===== src/hw/rtl/hpe_pkg.sv =====
// ----------------------------------------------------------------------------
// hpe_pkg
// Shared constants, types and helpers for the Horner polynomial evaluator.
// ----------------------------------------------------------------------------
package hpe_pkg;

    localparam int DEGREE    = 7;
    localparam int NUM_COEFS = 8;
    localparam int DATA_W    = 32;
    localparam int FRAC_BITS = 24;
    localparam int PROD_W    = 2 * DATA_W;
    localparam int SUM_W     = PROD_W - FRAC_BITS + 1;
    localparam int CFG_IDX_W = $clog2(NUM_COEFS);
    localparam int LATENCY   = 2 * DEGREE;

    typedef logic signed [DATA_W-1:0] t_word;

    typedef struct packed {
        logic  valid;
        logic  sat;
        t_word acc;
        t_word x;
    } t_beat;

    function automatic logic sum_out_of_range(input logic signed [SUM_W-1:0] s);
        logic [SUM_W-DATA_W:0] top;
        top = s[SUM_W-1:DATA_W-1];
        return !((&top) || !(|top));
    endfunction

    function automatic t_word clip_sum(input logic signed [SUM_W-1:0] s);
        t_word r;
        if (!sum_out_of_range(s)) begin
            r = s[DATA_W-1:0];
        end else if (s[SUM_W-1]) begin
            r = {1'b1, {(DATA_W-1){1'b0}}};
        end else begin
            r = {1'b0, {(DATA_W-1){1'b1}}};
        end
        return r;
    endfunction

endpackage


===== src/hw/rtl/hpe_step.sv =====
// ----------------------------------------------------------------------------
// hpe_step
// One Horner step over two stages: multiply, then shift, add and saturate.
// ----------------------------------------------------------------------------
module hpe_step (
    input  logic          i_clk,
    input  logic          i_rst_n,
    input  hpe_pkg::t_beat i_beat,
    input  hpe_pkg::t_word i_coef,
    output hpe_pkg::t_beat o_beat
);
    import hpe_pkg::*;

    logic                     r_valid_a;
    logic                     r_sat_a;
    t_word                    r_x_a;
    logic signed [PROD_W-1:0] r_prod;

    logic signed [PROD_W-1:0] n_prod;
    logic signed [SUM_W-1:0]  n_sum;

    t_beat r_out;

    assign n_prod = PROD_W'(i_beat.acc) * PROD_W'(i_beat.x);
    assign n_sum  = SUM_W'(r_prod >>> FRAC_BITS) + SUM_W'(i_coef);

    always_ff @(posedge i_clk) begin
        if (!i_rst_n) begin
            r_valid_a   <= 1'b0;
            r_out.valid <= 1'b0;
        end else begin
            r_valid_a   <= i_beat.valid;
            r_out.valid <= r_valid_a;
        end
    end

    // payload, no reset
    always_ff @(posedge i_clk) begin
        r_sat_a   <= i_beat.sat;
        r_x_a     <= i_beat.x;
        r_prod    <= n_prod;
        r_out.sat <= r_sat_a | sum_out_of_range(n_sum);
        r_out.acc <= clip_sum(n_sum);
        r_out.x   <= r_x_a;
    end

    assign o_beat = r_out;

endmodule


===== config.mk =====
export PLATFORM = sky130hd
export DESIGN_NAME = hpe_step
export DESIGN_NICKNAME = d
export VERILOG_FILES = /design/src/hw/rtl/hpe_pkg.sv /design/src/hw/rtl/hpe_step.sv
export SDC_FILE = /design/constraint.sdc
export NUM_CORES = 2
export LEC_CHECK = 0
export BUFFER_PORTS_ARGS = -buffer_cell sky130_fd_sc_hd__buf_2
export CORE_ASPECT_RATIO = 0.6
export CORE_MARGIN = 3
export CORE_UTILIZATION = 40
export CTS_BUF_LIST = sky130_fd_sc_hd__clkbuf_4 sky130_fd_sc_hd__clkbuf_8
export DETAILED_ROUTE_END_ITERATION = 7
export GPL_ROUTABILITY_DRIVEN = 0
export PLACE_DENSITY_LB_ADDON = 0.25
export SETUP_SLACK_MARGIN = 0.1
export SYNTH_ARGS = -nofsm -noshare
export SYNTH_HDL_FRONTEND = slang
export SYNTH_SLANG_ARGS = --single-unit

===== constraint.sdc =====
create_clock -name i_clk -period 20.5 [get_ports i_clk]
set_input_delay 1.025 -clock i_clk [delete_from_list [all_inputs] [get_ports i_clk]]
set_output_delay 1.025 -clock i_clk [all_outputs]
set_load 0.01 [all_outputs]

# After elaboration in Yosys (flattened, before gate mapping)
# Index checks and enable logic that the tools add are counted.
dict set report op_classes {
  n_addsub 1
  n_mul 1
  muxes 2
  bitwise 1
  reduce_logical 5
}
# op count
set ops {}
lappend ops {{$mul A32 B32 Y64} 1}
lappend ops {{$mux W32} 2}
lappend ops {{$add A40 B32 Y41} 1}
lappend ops {{$reduce_and A10 Y1} 1}
lappend ops {{$reduce_or A10 Y1} 1}
lappend ops {{$logic_not A1 Y1} 2}
lappend ops {{$logic_or A1 B1 Y1} 1}
lappend ops {{$or A1 B1 Y1} 1}
dict set report totals {
  ff_bits 164
  word_cells 18
}

# Logic depth before layout (Yosys ltp)
dict set report logic_depth {
  depth_word 6
  ltp_mapped 30
  depth_no_buf 29
}

# Worst setup path before layout
# Ideal clock, no wire load.
dict set report synth_path {
  kind {in2reg}
  startpoint {input port i_beat[5] (netlist bit)}
  endpoint {register r_prod[59]}
  t_arrival_ns 8.174
  slack_ns 12.254
  stages 28
  path_cell_list {clkbuf_1 > nand2_1 > inv_1 > fa_1 > inv_1 > fa_1 > inv_1 > fa_1 > fa_1 > inv_1 > fa_1 > inv_1 > fa_1 > inv_1 > fa_1 > inv_1 > fa_1 > ha_1 > a21o_1 > a21o_1 > a21oi_1 > nand2_1 > nor3_1 > a21oi_1 > a41oi_1 > nand2b_1 > a21oi_1 > xnor2_1}
}
dict set report synth_between {
  elab_chain_len 1
}
# item line_no
set synth_lines {}
lappend synth_lines {{from (decl)} hpe_step.sv:8} ;# input hpe_pkg::t_beat i_beat,
lappend synth_lines {{$mul A32 B32 Y64} hpe_step.sv:24} ;# assign n_prod = PROD_W'(i_beat.acc) * PROD_W'(i_beat.x);
lappend synth_lines {{net n_prod[59]} hpe_step.sv:19} ;# logic signed [PROD_W-1:0] n_prod;
lappend synth_lines {{to (signal assigned)} hpe_step.sv:41} ;# r_prod <= n_prod;
lappend synth_lines {{to (decl)} hpe_step.sv:17} ;# logic signed [PROD_W-1:0] r_prod;
# The timed path passes the listed nets, and every way through them passes these cells.
# A chain may end at the register's enable or synchronous reset.

# Worst setup path in the final report
dict set report layout_path {
  startpoint {input port i_beat[2] (netlist bit)}
  endpoint {register r_prod[63]}
}
# Same word-level chain as after synthesis.

==> metrics.txt <==
Total GRT Usage 23.9%; YS warnings 0; final WL 123 mm; hpwl dp 94.0 mm; First-pass DRT Iterations 5; Setup crit start i_beat[2]; GR Overflow Total 0; Avg WL per Cell 21.1 µm; max-cap viol count 0; initial antenna violation count 5; final hold vios 0; Synth Area per Inst 9.34 µm²; cell count after synthesis 4440; top-area cell type share of the netlist area 52.2%; Area Growth Syn to Fin 5.74%; top_reg_cell synth dfxtp_1; Global Route met1 Usage 37.5%; pin count of the biggest net entering global routing 36; global-route wire length before repair 196 mm; FMAX 111 MHz; placement row count 90; Synth async-reset ratio 0%; number of gates resized after CTS 0; crit path to r_prod[63]; fin nets 5835; Slew @ Worst Pin 1330 ps; cell count after placement 5794; vias 29.7k; I/O Buffers 165; register area share after synthesis 6.76%; top cells by area, synth fa_1 52%, inv_1 9.5%, and2_1 7.3%, dfxtp_1 6.8%, ha_1 6.6%; Clock Skews 25.9 ps; CTS tree built; CP required 20980 ps; 1st-iter DRT viols 2345; clock sink count 140; Root Buffer clkbuf_8; setup TNS 0 ps; Post-synth EDFFs 0; share of cells above drive strength 1 5.76%; height of the chip 255 µm; Crit Path Max Fanout 33; Setup CP Type in -> reg; Worst-Skew Late Latency 600 ps; synthesis-stage register bit count 140; reg2reg setup slack 15340 ps; setup bufs post-CTS 0; Initial Util 40.8%; CORE AREA 102000 µm²; Critical R2R Capture o_beat[42]; Die Area 108000 µm²; period utilisation layout 44.1%; Levels on crit path 26; commonest cells in the netlist 1082 x fa_1, 1047 x inv_1, 566 x nand2_1; Die W 422 µm; H-tree Lvls 4; min-delay worst type reg -> reg; family with the most delay on the worst path adder cells; post-DR vias/cell 5.10; busiest grt layer met1; M3 GR Usage 6.60%; CP startpoint kind primary input; # IOs 166; slowest CP cell fa_1; drt drc 0; routing usage on met2 32.8%; vias in the first global route 32.0k; largest stage delay on the critical path 960 ps; R2R Path Start r_prod[42]; hold buffers post-CTS 0; Mapped Area 41500 µm²; Relative slew margins 11.0%; CTS max path bufs 2; Worst Setup End Kind register; most frequent CP cell fa_1; Synth cell types 64; status completed; Hold Path Stages 0; cell taking the most area after synthesis fa_1; worst path bufs/invs 6; min Tclk post-route 9040 ps; DRT antenna net count 0; data arrival time of the worst path 9520 ps; most common cell in the netlist fa_1; CTS buffer count 17; clock slew at reported path FFs 100 ps; Fillers 9945; Finished Layout Cells 5831; fin. max-slew vios 0; Reg2Reg Depth 11; Final setup viols 0; Util after Layout 43.1%; Post-Syn Nets 5842; RSZ-0062 raised after global routing no
worst min-delay path by stage:
stage	to	slack [ps]	startpoint
after CTS	o_beat[10]	320	r_x_a[10]
after floorplan	o_beat[0]	310	r_x_a[0]
after global placement	o_beat[3]	310	r_x_a[3]
after global routing	o_beat[10]	320	r_x_a[10]
final	o_beat[10]	320	r_x_a[10]
after detailed placement	o_beat[17]	310	r_x_a[17]
metrics by stage:
stage	worst slack [ps]	hold WS (ps)	cell area, µm²
after global routing	10880	320	43900
after detailed placement	10860	312	43400
final	11460	316	43900
after CTS	11540	319	43900
after floorplan	12250	310	41500
after global placement	10940	310	43400
placed cells by master, fill, tap and decap left out, types with 28 or more instances in the layout:
| cell type | count |
|---|---|
| a21o_1 | 33 |
| a21oi_1 | 100 |
| and2_1 | 487 |
| buf_2 | 165 |
| buf_4 | 37 |
| dfxtp_1 | 140 |
| fa_1 | 1082 |
| ha_1 | 220 |
| inv_1 | 1047 |
| nand2_1 | 566 |
| nor2_1 | 83 |
| nor3_1 | 49 |
| o21ai_0 | 67 |
| xnor2_1 | 57 |
| xor2_1 | 28 |
routing by layer:
| layer | wire [µm] | up-vias |
|---|---|---|
| li1 | - | 12976 |
| met1 | 60000 | 15440 |
| met2 | 48400 | 1248 |
| met3 | 13100 | 68 |
| met4 | 1400 | 0 |
| met5 | 0 | - |
cell families after synthesis:
group	synth area share, %
adder cells (fa/ha/maj)	58.8
buffers and inverters	11.6
AO/OA/AOI/OAI	5.37
XOR/XNOR	1.79
flip-flops	6.76
multiplexers	0.121
AND/OR/NAND/NOR	15.5
registers in the layout, summed over array words and instances (netlist names):
name and cells:
r_sat_a 1, o_beat 66, r_prod 40, r_valid_a 1
r_x_a 32
worst register-to-register path, stage by stage, from the launching register on:
cell and delay (ps):
dfxtp_1 350, ha_1 360, and2_1 230, o2111ai_1 160, or3_1 360, a21oi_1 410, nor4b_1 180, nor3_1 630
mux2i_1 420, or2_2 640, o21a_1 1100, nor3_1 150
final cells by class:
type / instances / area, µm² / area share (%)
clock buffer: 18 / 248 / 0.565
timing repair buffer: 202 / 1100 / 2.52
antenna: 5 / 12.5 / 0.0285
tap: 1380 / 1730 / 3.94
inverter: 1047 / 3930 / 8.96
sequential: 140 / 2800 / 6.39
multi-input combinational: 3025 / 33900 / 77.2
clock inverter: 14 / 169 / 0.385
Power is left out: the tool's default activity adds up to more than one toggle a clock period on the data nets, which glitch-free logic cannot reach.
